[src/hdl/um32_pkg.sv]
// Shared types and constants of the UM-32 register ALU execute block.
package um32_pkg;

  localparam int unsigned DataW     = 32;
  localparam int unsigned ByteW     = 8;
  localparam int unsigned RegFieldW = 3;
  localparam int unsigned NumRegsDefault = 8;
  localparam int unsigned InDataW   = 56;
  localparam int unsigned OutDataW  = 40;
  localparam int unsigned OutUserW  = 4;
  localparam logic [DataW-1:0] ByteMax = DataW'(255);

  typedef enum logic [2:0] {
    CmdCmov  = 3'd0,
    CmdAdd   = 3'd1,
    CmdMul   = 3'd2,
    CmdDiv   = 3'd3,
    CmdNand  = 3'd4,
    CmdLoadi = 3'd5,
    CmdOut   = 3'd6,
    CmdIn    = 3'd7
  } cmd_e;

  typedef enum logic [1:0] {
    StOk       = 2'd0,
    StDivZero  = 2'd1,
    StOutRange = 2'd2
  } status_e;

  typedef enum logic [1:0] {
    SIdle = 2'd0,
    SExec = 2'd1,
    SMdu  = 2'd2,
    SDone = 2'd3
  } state_e;

  // Start request to the multiply/divide unit
  typedef struct packed {
    logic start;
    logic is_div;
  } mdu_req_t;

endpackage

[src/hdl/um32_register_alu_execute_top.sv]
// Top level of the UM-32 register ALU execute block.
//
// Channel  | Dir | tdata (low bit up)                          | tuser (low bit up)
// ---------+-----+---------------------------------------------+------------------------------
// s_axis   | in  | cmd[2:0] reg_a[5:3] reg_b[8:6] reg_c[11:9]  | in_eof[0]
//          |     | imm_value[43:12] in_byte[51:44], pad to 56  |
// m_axis   | out | out_byte[7:0] written_value[39:8]           | status[1:0] out_valid[2]
//          |     |                                             | wrote_reg[3]
//
// One instruction is in flight at a time. After an accepted transaction the block
// reads both source registers through its registered read ports, executes, then
// commits the register write and the result. Multiply and divide by a non-zero value
// wait for the 32-step iterative multiply/divide unit. Reset clears all registers
// to zero at once through per-entry valid bits, so no clearing pass is needed. A full
// output register stalls the commit; the result register holds until m_axis_tready.
module um32_register_alu_execute_top #(
  parameter int unsigned NumRegs = um32_pkg::NumRegsDefault
) (
  input  logic                          clk_i,
  input  logic                          rst_ni,
  input  logic                          s_axis_tvalid,
  output logic                          s_axis_tready,
  input  logic [um32_pkg::InDataW-1:0]  s_axis_tdata,  // cmd, reg_a, reg_b, reg_c, imm, in_byte
  input  logic                          s_axis_tuser,  // in_eof
  output logic                          m_axis_tvalid,
  input  logic                          m_axis_tready,
  output logic [um32_pkg::OutDataW-1:0] m_axis_tdata,  // out_byte, written_value
  output logic [um32_pkg::OutUserW-1:0] m_axis_tuser   // status, out_valid, wrote_reg
);
  import um32_pkg::*;

  localparam int unsigned IdxW = $clog2(NumRegs);

  // Field positions inside s_axis_tdata
  localparam int unsigned CmdLsb  = 0;
  localparam int unsigned RegALsb = CmdLsb + 3;
  localparam int unsigned RegBLsb = RegALsb + RegFieldW;
  localparam int unsigned RegCLsb = RegBLsb + RegFieldW;
  localparam int unsigned ImmLsb  = RegCLsb + RegFieldW;
  localparam int unsigned InBLsb  = ImmLsb + DataW;

  state_e state_q, state_d;

  // Latched instruction fields
  cmd_e            cmd_q;
  logic [IdxW-1:0] ra_q, rc_q;
  logic [DataW-1:0] imm_q;
  logic [ByteW-1:0] inb_q;
  logic            eof_q;

  // Pending result
  status_e          res_status_q, res_status_d;
  logic             res_emit_q, res_emit_d;
  logic [ByteW-1:0] res_byte_q, res_byte_d;
  logic             res_write_q, res_write_d;
  logic [DataW-1:0] res_val_q, res_val_d;
  logic [IdxW-1:0]  res_dest_q, res_dest_d;
  logic             res_load;

  // Output register
  logic                out_full_q, out_full_d;
  logic [OutDataW-1:0] out_data_q;
  logic [OutUserW-1:0] out_user_q;

  logic             accept;
  logic             commit;
  logic [DataW-1:0] vb, vc;
  mdu_req_t         mdu_req;
  logic             mdu_done;
  logic [DataW-1:0] mdu_result;

  assign accept = s_axis_tvalid && s_axis_tready;
  assign commit = (state_q == SDone) && (!out_full_q || m_axis_tready);

  // Read both sources straight from the incoming transaction
  um32_rf #(
    .NumRegs(NumRegs)
  ) u_rf (
    .clk_i       (clk_i),
    .rst_ni      (rst_ni),
    .rd_en_i     (accept),
    .rd_b_addr_i (s_axis_tdata[RegBLsb +: IdxW]),
    .rd_c_addr_i (s_axis_tdata[RegCLsb +: IdxW]),
    .rd_b_data_o (vb),
    .rd_c_data_o (vc),
    .wr_en_i     (commit && res_write_q),
    .wr_addr_i   (res_dest_q),
    .wr_data_i   (res_val_q)
  );

  um32_mdu u_mdu (
    .clk_i    (clk_i),
    .rst_ni   (rst_ni),
    .req_i    (mdu_req),
    .op_a_i   (vb),
    .op_b_i   (vc),
    .done_o   (mdu_done),
    .result_o (mdu_result)
  );

  // Next state, execute and result selection
  always_comb begin
    state_d        = state_q;
    s_axis_tready  = 1'b0;
    mdu_req.start  = 1'b0;
    mdu_req.is_div = (cmd_q == CmdDiv);
    res_load       = 1'b0;
    res_status_d   = StOk;
    res_emit_d     = 1'b0;
    res_byte_d     = '0;
    res_write_d    = 1'b0;
    res_val_d      = '0;
    res_dest_d     = ra_q;
    unique case (state_q)
      SIdle: begin
        s_axis_tready = 1'b1;
        if (s_axis_tvalid) begin
          state_d = SExec;
        end
      end
      SExec: begin
        res_load = 1'b1;
        state_d  = SDone;
        unique case (cmd_q)
          CmdCmov: begin
            res_write_d = (vc != '0);
            res_val_d   = (vc != '0) ? vb : '0;
          end
          CmdAdd: begin
            res_write_d = 1'b1;
            res_val_d   = vb + vc;
          end
          CmdMul: begin
            res_write_d   = 1'b1;
            mdu_req.start = 1'b1;
            state_d       = SMdu;
          end
          CmdDiv: begin
            if (vc == '0) begin
              res_status_d = StDivZero;
            end else begin
              res_write_d   = 1'b1;
              mdu_req.start = 1'b1;
              state_d       = SMdu;
            end
          end
          CmdNand: begin
            res_write_d = 1'b1;
            res_val_d   = ~(vb & vc);
          end
          CmdLoadi: begin
            res_write_d = 1'b1;
            res_val_d   = imm_q;
          end
          CmdOut: begin
            if (vc > ByteMax) begin
              res_status_d = StOutRange;
            end else begin
              res_emit_d = 1'b1;
              res_byte_d = vc[ByteW-1:0];
            end
          end
          CmdIn: begin
            res_write_d = 1'b1;
            res_dest_d  = rc_q;
            res_val_d   = eof_q ? '1 : {{(DataW-ByteW){1'b0}}, inb_q};
          end
          default: begin
            state_d = SDone;
          end
        endcase
      end
      SMdu: begin
        // Hold everything but the value until the unit finishes
        res_status_d = res_status_q;
        res_emit_d   = res_emit_q;
        res_byte_d   = res_byte_q;
        res_write_d  = res_write_q;
        res_val_d    = mdu_result;
        res_dest_d   = res_dest_q;
        if (mdu_done) begin
          res_load = 1'b1;
          state_d  = SDone;
        end
      end
      SDone: begin
        if (commit) begin
          state_d = SIdle;
        end
      end
      default: begin
        state_d = SIdle;
      end
    endcase
  end

  always_comb begin
    out_full_d = out_full_q;
    if (commit) begin
      out_full_d = 1'b1;
    end else if (m_axis_tready) begin
      out_full_d = 1'b0;
    end
  end

  always_ff @(posedge clk_i or negedge rst_ni) begin
    if (!rst_ni) begin
      state_q    <= SIdle;
      out_full_q <= 1'b0;
    end else begin
      state_q    <= state_d;
      out_full_q <= out_full_d;
    end
  end

  // Capture the instruction on accept
  always_ff @(posedge clk_i) begin
    if (accept) begin
      cmd_q <= cmd_e'(s_axis_tdata[CmdLsb +: 3]);
      ra_q  <= s_axis_tdata[RegALsb +: IdxW];
      rc_q  <= s_axis_tdata[RegCLsb +: IdxW];
      imm_q <= s_axis_tdata[ImmLsb +: DataW];
      inb_q <= s_axis_tdata[InBLsb +: ByteW];
      eof_q <= s_axis_tuser;
    end
  end

  always_ff @(posedge clk_i) begin
    if (res_load) begin
      res_status_q <= res_status_d;
      res_emit_q   <= res_emit_d;
      res_byte_q   <= res_byte_d;
      res_write_q  <= res_write_d;
      res_val_q    <= res_val_d;
      res_dest_q   <= res_dest_d;
    end
  end

  // Load the output register on commit; a value not written reads as zero
  always_ff @(posedge clk_i) begin
    if (commit) begin
      out_data_q <= {(res_write_q ? res_val_q : {DataW{1'b0}}), res_byte_q};
      out_user_q <= {res_write_q, res_emit_q, res_status_q};
    end
  end

  assign m_axis_tvalid = out_full_q;
  assign m_axis_tdata  = out_data_q;
  assign m_axis_tuser  = out_user_q;

  // One instruction at a time: no second accept right after an accept
  assert property (@(posedge clk_i) disable iff (!rst_ni)
    accept |=> !s_axis_tready)
    else $error("input accepted while an instruction is in flight");

  // A byte output never writes a register
  assert property (@(posedge clk_i) disable iff (!rst_ni)
    m_axis_tvalid |-> !(m_axis_tuser[2] && m_axis_tuser[3]))
    else $error("result both emits a byte and writes a register");

  // An error status never comes with a register write
  assert property (@(posedge clk_i) disable iff (!rst_ni)
    m_axis_tvalid && (m_axis_tuser[1:0] != StOk) |-> !m_axis_tuser[3])
    else $error("error status with register write");

  // The multiply/divide unit only finishes while the sequencer waits for it
  assert property (@(posedge clk_i) disable iff (!rst_ni)
    mdu_done |-> (state_q == SMdu))
    else $error("multiply/divide done outside its wait state");

endmodule

[src/hdl/um32_rf.sv]
// Register file: one write port, two registered read ports, valid bits for reset-to-zero.
module um32_rf #(
  parameter int unsigned NumRegs = um32_pkg::NumRegsDefault
) (
  input  logic                         clk_i,
  input  logic                         rst_ni,
  input  logic                         rd_en_i,
  input  logic [$clog2(NumRegs)-1:0]   rd_b_addr_i,
  input  logic [$clog2(NumRegs)-1:0]   rd_c_addr_i,
  output logic [um32_pkg::DataW-1:0]   rd_b_data_o,
  output logic [um32_pkg::DataW-1:0]   rd_c_data_o,
  input  logic                         wr_en_i,
  input  logic [$clog2(NumRegs)-1:0]   wr_addr_i,
  input  logic [um32_pkg::DataW-1:0]   wr_data_i
);
  import um32_pkg::*;

  logic [DataW-1:0]   mem [NumRegs];
  logic [NumRegs-1:0] valid_q;

  always_ff @(posedge clk_i or negedge rst_ni) begin
    if (!rst_ni) begin
      valid_q <= '0;
    end else if (wr_en_i) begin
      valid_q[wr_addr_i] <= 1'b1;
    end
  end

  always_ff @(posedge clk_i) begin
    if (wr_en_i) begin
      mem[wr_addr_i] <= wr_data_i;
    end
  end

  // Entries never written read as zero
  always_ff @(posedge clk_i) begin
    if (rd_en_i) begin
      rd_b_data_o <= valid_q[rd_b_addr_i] ? mem[rd_b_addr_i] : '0;
      rd_c_data_o <= valid_q[rd_c_addr_i] ? mem[rd_c_addr_i] : '0;
    end
  end

endmodule

[src/hdl/um32_mdu.sv]
// Iterative 32-step multiply (low word) and restoring unsigned divide.
module um32_mdu (
  input  logic                       clk_i,
  input  logic                       rst_ni,
  input  um32_pkg::mdu_req_t         req_i,
  input  logic [um32_pkg::DataW-1:0] op_a_i,
  input  logic [um32_pkg::DataW-1:0] op_b_i,
  output logic                       done_o,
  output logic [um32_pkg::DataW-1:0] result_o
);
  import um32_pkg::*;

  localparam int unsigned CntW = $clog2(DataW);

  logic            busy_q, busy_d;
  logic            done_q, done_d;
  logic            is_div_q;
  logic [CntW-1:0] cnt_q;
  logic [DataW-1:0] acc_q, acc_d;
  logic [DataW-1:0] opa_q, opa_d;
  logic [DataW-1:0] opb_q, opb_d;
  logic [DataW+1:0] diff;

  always_comb begin
    diff  = {1'b0, acc_q, opa_q[DataW-1]} - {2'b00, opb_q};
    acc_d = acc_q;
    opa_d = opa_q;
    opb_d = opb_q;
    if (is_div_q) begin
      // Shift in one dividend bit, subtract when the divisor fits
      if (!diff[DataW+1]) begin
        acc_d = diff[DataW-1:0];
        opa_d = {opa_q[DataW-2:0], 1'b1};
      end else begin
        acc_d = {acc_q[DataW-2:0], opa_q[DataW-1]};
        opa_d = {opa_q[DataW-2:0], 1'b0};
      end
    end else begin
      acc_d = opb_q[0] ? acc_q + opa_q : acc_q;
      opa_d = {opa_q[DataW-2:0], 1'b0};
      opb_d = {1'b0, opb_q[DataW-1:1]};
    end
    busy_d = busy_q && (cnt_q != '0);
    done_d = busy_q && (cnt_q == '0);
  end

  always_ff @(posedge clk_i or negedge rst_ni) begin
    if (!rst_ni) begin
      busy_q <= 1'b0;
      done_q <= 1'b0;
      cnt_q  <= '0;
    end else if (req_i.start) begin
      busy_q <= 1'b1;
      done_q <= 1'b0;
      cnt_q  <= CntW'(DataW - 1);
    end else begin
      busy_q <= busy_d;
      done_q <= done_d;
      if (busy_q) begin
        cnt_q <= cnt_q - 1'b1;
      end
    end
  end

  always_ff @(posedge clk_i) begin
    if (req_i.start) begin
      is_div_q <= req_i.is_div;
      acc_q    <= '0;
      opa_q    <= op_a_i;
      opb_q    <= op_b_i;
    end else if (busy_q) begin
      acc_q <= acc_d;
      opa_q <= opa_d;
      opb_q <= opb_d;
    end
  end

  assign done_o   = done_q;
  assign result_o = is_div_q ? opa_q : acc_q;

endmodule

[config.mk]
export PLATFORM = sky130hd
export DESIGN_NAME = um32_register_alu_execute_top
export DESIGN_NICKNAME = d
export VERILOG_FILES = /design/src/hdl/um32_pkg.sv /design/src/hdl/um32_register_alu_execute_top.sv /design/src/hdl/um32_rf.sv /design/src/hdl/um32_mdu.sv
export SDC_FILE = /design/constraint.sdc
export NUM_CORES = 1
export LEC_CHECK = 0
export ABC_AREA = 0
export BUFFER_PORTS_ARGS = -buffer_cell sky130_fd_sc_hd__buf_4
export CAP_MARGIN = 20
export CORE_MARGIN = 2
export CORE_UTILIZATION = 56
export CTS_CLUSTER_SIZE = 25
export DETAILED_ROUTE_END_ITERATION = 16
export GPL_ROUTABILITY_DRIVEN = 0
export PLACE_DENSITY = 0.72
export SYNTH_ARGS = -nofsm -noshare
export SYNTH_HDL_FRONTEND = slang
export SYNTH_SLANG_ARGS = --single-unit
[constraint.sdc]
create_clock -name clk_i -period 6.5 [get_ports clk_i]
set_clock_uncertainty 0.2 [all_clocks]
set_input_delay 0.65 -clock clk_i [delete_from_list [all_inputs] [get_ports clk_i]]
set_output_delay 0.65 -clock clk_i [all_outputs]
set_load 0.1 [all_outputs]
After elaboration in Yosys (flattened, before gate mapping)
Memory sizes are Yosys's and may differ from the RTL's. A register that Yosys moved wholly into a read port is not among the register bits.
Index checks and enable logic that the tools add are counted.

operators by class
  $mul = 0
  muxes and demuxes = 55
  equality and inequality tests = 14
  reduce and logical (&&, ||, !) cells = 24
  add/subtract/negate cells = 4
  divide/modulo/power cells = 0
  bitwise operators = 4
  order comparisons = 5
  shift operators = 0

operator list
  kind                 number
  $mux 32              11
  $pmux 32 s5          1
  $add 32x32->32       2
  $pmux 32 s2          1
  $sub 33x32->34       1
  $and 32x32->32       1
  $gt 32x8->1 const B  1
  $logic_not 32->1     1
  $not 32->32          1
  $reduce_bool 32->1   1
  $mux 1               19
  $mux 8               2
  $pmux 8 s2           1
  $eq 3x3->1 const B   4
  $lt 3x4->1 const B   3
  $mux 5               2
  $pmux 1 s2           5
  $mux 2               4
  $or 8x8->8           1
  $pmux 2 s2           2
  $pmux 2 s4           1
  $bmux 1 s3           2
  $eq 3x2->1 const B   2
  $logic_and 1x1->1    6
  other kinds (22)     31

word-level totals
  flip-flop bits (word level) = 256
  ROM bits = 0
  bits of input ports = 61
  output and inout port bits = 46
  memories kept = 1
  latch bits = 0
  memory bits (writable) = 256

memories
  memory    depth  width  read ports  clocked after memory_dff  wr ports  RTL line       RTL
  u_rf.mem  8      32     2           2                         1         um32_rf.sv:18  logic [DataW-1:0] mem [NumRegs];

Longest topological paths before layout
  depth after elaboration = 6
  mapped depth = 15
  mapped depth without buffers = 12

By module
From an unflattened synthesis, not the netlist that was laid out.

second synthesis, totals
  cell total of the unflattened synthesis = 2335
  area, all modules = 30842.1 µm²

by module, submodules not included
  module                         instances  seq. area each (µm²)  cells each  area an instance (µm²)
  um32_rf                        1          9809.4                653         14156.1
  um32_mdu                       1          2767.7                964         8560.7
  um32_register_alu_execute_top  1          4309.1                718         8125.3

Least setup slack after synthesis
No wires, ideal clock.

  path kind = register to register
  start = register out_full_q (netlist: m_axis_tvalid)
  end = memory u_rf.mem[1][0], enable pin
  data required time = 5838 ps
  arrival time = 4717 ps
  buffers on the path = 0
  cell stages (with the launch flop) = 5
  slack = 1121 ps
  library setup time = 462 ps
  cell sequence = dfrtp_1 -> nand2b_1 -> and2_1 -> nand3_1 -> nor3_1

on the way
  longest elaborated chain between the ends = 6

RTL lines
  element                       RTL line                              RTL
  from (decl)                   um32_register_alu_execute_top.sv:61   logic out_full_q, out_full_d;
  from (signal assigned)        um32_register_alu_execute_top.sv:212  out_full_q <= out_full_d;
  $logic_not 1->1               um32_register_alu_execute_top.sv:73   assign commit = (state_q == SDone) && (!out_full_q || m_axis_tready);
  $logic_or 1x1->1              um32_register_alu_execute_top.sv:73
  $logic_and 1x1->1             um32_register_alu_execute_top.sv:73
  named net commit              um32_register_alu_execute_top.sv:66   logic commit;
  $logic_and 1x1->1             um32_register_alu_execute_top.sv:86   .wr_en_i (commit && res_write_q),
  $mux 1                        um32_rf.sv:30                         if (wr_en_i) begin
  $mux 1 (not written as such)  um32_rf.sv:31                         mem[wr_addr_i] <= wr_data_i;
  to (decl)                     um32_rf.sv:18

The timed path passes the listed nets, and every way through them passes these cells.

Worst setup path in the final report
  start = register u_rf.rd_c_data_o[23] (netlist bit), read port of u_rf.mem
  end = register u_mdu.opb_q[19], data pin

on the way
  longest elaborated chain between the ends = 5

RTL lines
  element               RTL line                              RTL
  from (decl)           um32_rf.sv:11                         output logic [um32_pkg::DataW-1:0] rd_c_data_o,
  $logic_not 32->1      um32_register_alu_execute_top.sv:139  if (vc == '0) begin
  $mux 1                um32_register_alu_execute_top.sv:139
  $pmux 1 s2            um32_register_alu_execute_top.sv:124  unique case (cmd_q)
  $mux 1                um32_register_alu_execute_top.sv:114  unique case (state_q)
  $mux 32               um32_mdu.sv:66                        if (req_i.start) begin
  to (signal assigned)  um32_mdu.sv:70                        opb_q <= op_b_i;
  to (signal assigned)  um32_mdu.sv:74                        opb_q <= opb_d;
  to (decl)             um32_mdu.sv:21                        logic [DataW-1:0] opb_q, opb_d;

Every way passes these cells.
A chain may end at the register's enable or synchronous reset.

==> flow_metrics.env <==
export IMPL_status="complete, no violations"
export IMPL_pin_count=107
export IMPL_antenna_found_initial=1
export IMPL_core_um2=53600
export IMPL_clk_latency_ns=0.62
export IMPL_hold_class="in -> reg"
export IMPL_worstPathRequired_ns=6.63
export IMPL_root_buffer="clkbuf_16"
export IMPL_routed_via_density=6.58
export IMPL_syn_nets=2533
export IMPL_grt_overflow=0
export IMPL_setup_viol=0
export IMPL_die_w_um=236
export IMPL_finalInstanceArea_um2=34000
export IMPL_synth_top_area_cell="edfxtp_1"
export IMPL_grt_pass1_vias=20736
export IMPL_dieArea_um2=55900
export IMPL_die_h_um=236
export IMPL_synthSimpleGateAreaFrac_pct=9.93
export IMPL_synth_edf_count=526
export IMPL_core_rowCount=85
export IMPL_cts_resized=0
export IMPL_drive_above_1_share_pct=17.3
export IMPL_cts_tree="built"
export IMPL_synth_top_family_by_area="multiplexers"
export IMPL_io_buffers=102
export IMPL_wl_per_cell_um=24.9
export IMPL_critPathMaxFanout=73
export IMPL_total_power_mw=17.3
export IMPL_clk_path_buf_depth=3
export IMPL_cts_sinks=576
export IMPL_yosysSeqAreaShare_pct=55.8
export IMPL_rsz0062_at_grt="false"
export IMPL_h_tree_depth=2
export IMPL_finalHoldViolCount=0
export IMPL_grt_max_degree=78
export IMPL_synthCells=2368
export IMPL_synthArstFlopShare_pct=3.13
export IMPL_cts_buffers=56
export IMPL_start_util_pct=56.5
export IMPL_crit_path_start_kind="flop"
export IMPL_place_area_um2=31700
export IMPL_yosysWarningCount=0
export IMPL_ant_nets=0
export IMPL_critPathArrivalTime_ns=4.47
export IMPL_irDropWorstVdd_uv=279
export IMPL_endpoint_kind="flop"
export IMPL_holdWs_ns=0.0380
export IMPL_cts_clk_slew_worst_paths_ns=0.06
export IMPL_drt_iter0_drc=2441
export IMPL_synth_compound_area_share_pct=11.6
export IMPL_area_growth_syn_to_layout_pct=12.2
export IMPL_relSlewSlack_pct=29.0
export IMPL_nFillCells=3920
export IMPL_synth_top_area_share_pct=52.2
export IMPL_syn_area_um2=30300
export IMPL_leakagePower_nw=12.4
export IMPL_grt_pass1_wl_um=122000
export IMPL_drc=0
export IMPL_worst_pin_slew_ns=1.06
export IMPL_cts_setup_buffers=0
export IMPL_drt_pass1_iter_count=7
export IMPL_yosysMostFrequentCell="edfxtp_1"
export IMPL_via_count=21129
export IMPL_yosys_top_cells_count="526 x edfxtp_1, 251 x nand2_1, 155 x o21ai_0, 148 x nor2_1, 132 x mux4_2"
export IMPL_grt_usage_pct=28.6
export IMPL_synthAdderAreaFrac_pct=4.37
export IMPL_dpl_hpwl_um=53000
export IMPL_synth_xor_area_share_pct=1.88
export IMPL_ys_ff_latch=576
export IMPL_wirelength_um=80000
export IMPL_power_density_nw_per_um2=508
export IMPL_period_share_pct=66.7
export IMPL_crit_type="reg -> reg"
export IMPL_fin_tns_setup_ns=0
export IMPL_ys_flop_type="edfxtp_1"
export IMPL_fmax_mhz=231
export IMPL_final_nets=2630
export IMPL_finalCriticalPeriod_ns=4.34
export IMPL_synthDistinctLibCells=91
export IMPL_cts_hold_fix_buffers=39
export IMPL_maxSlewViolCount=0
export IMPL_maxCapViolCount=0
export IMPL_avgSynthCellArea_um2=12.8
export IMPL_ys_top_cells_by_area="edfxtp_1 52%, mux4_2 9.8%, ha_1 4.2%, nand2_1 3.1%, mux2i_1 2.9%"
export IMPL_synth_mux_area_share_pct=13.7
==> sequential cells by signal (all words and copies together) (netlist names), 32 cells and up <==
| register | count |
|---|---|
| imm_q | 32 |
| m_axis_tdata | 40 |
| res_val_q | 32 |
| u_mdu.acc_q | 32 |
| u_mdu.opa_q | 32 |
| u_mdu.opb_q | 32 |
| u_rf.mem | 256 |
| u_rf.rd_b_data_o | 32 |
| u_rf.rd_c_data_o | 32 |
==> worst paths after layout <==
check	depth (start not counted)	slack [ns]	end	from
setup / recovery	10	2.16	u_mdu.opb_q[19]$_DFFE_PP_	u_rf.rd_c_data_o[23]$_SDFFCE_PN0P_
hold / removal	1	0.04	imm_q[8]$_DFFE_PP_	s_axis_tdata[20]
setup reg to reg	10	2.16	u_mdu.opb_q[19]$_DFFE_PP_	u_rf.rd_c_data_o[23]$_SDFFCE_PN0P_
hold reg to reg	0	0.22	m_axis_tdata[2]$_DFFE_PP_	res_byte_q[2]$_SDFFCE_PN0P_
max in group asynchronous	2	5.59	state_q[0]$_DFFE_PN0P_	rst_ni
min in group asynchronous	2	0.27	u_rf.valid_q[0]$_DFFE_PN0P_	rst_ni
==> routing by layer <==
| layer | global-route usage [%] | share of wire, % |
|---|---|---|
| met2 | 45.5 | 46 |
| met1 | 40.5 | 41 |
| met3 | 4.52 | 9.4 |
| met5 | 0 | 0 |
| met4 | 9.86 | 3.6 |
==> cell families after synthesis <==
family,after synthesis
AND/OR/NAND/NOR,640
flip-flops,576
AO/OA/AOI/OAI,542
multiplexers,246
buffers and inverters,195
adder cells (fa/ha/maj),104
XOR/XNOR,65
==> cell type report <==
class	count	area [um2]	share of cell area, %
antenna	1	2.50	0.00737
clock buffer	72	1540	4.54
clock inverter	34	379	1.12
inverter	61	229	0.674
multi-input combinational	1597	12700	37.3
sequential	576	16900	49.7
tap	696	871	2.56
timing repair buffer	173	1400	4.11
==> metrics by stage <==
stage | setup WS (ns) | std cells | util, %
floorplan | 1.12 | 2368 | -
global placement | 2.35 | 3064 | 59.1
detailed placement | 2.31 | 3064 | 59.1
CTS | 2.29 | 3209 | 63.4
global route | 2.12 | 3209 | 63.4
finish | 2.16 | 3210 | 63.4
==> worst max-delay path: stages (launching register included) <==
cell and delay (ns):
edfxtp_1 0.43, nor4_1 0.70, nand4_1 0.41, nor2_1 0.23, and3_1 0.24, nand2_1 0.13
nand2_2 0.54, inv_2 0.44, buf_4 0.45, nand2_1 0.15, o21ai_0 0.09
==> where the power goes <==
group	total (mW)	switching [mW]	internal, mW
clock	3.35	1.42	1.93
sequential	6.12	0.752	5.37
combinational	7.80	4.99	2.81
==> placed cells by master, fill, tap and decap left out, types with 55 or more instances in the layout <==
master and instances:
nor2_1 141, edfxtp_1 526, inv_1 59, nand2_1 250, mux2i_1 87, buf_4 134, o21ai_0 153, a21oi_1 117
and2_1 55, clkbuf_16 56, ha_1 101, mux4_2 132
Power figures use the tool's default switching activity.
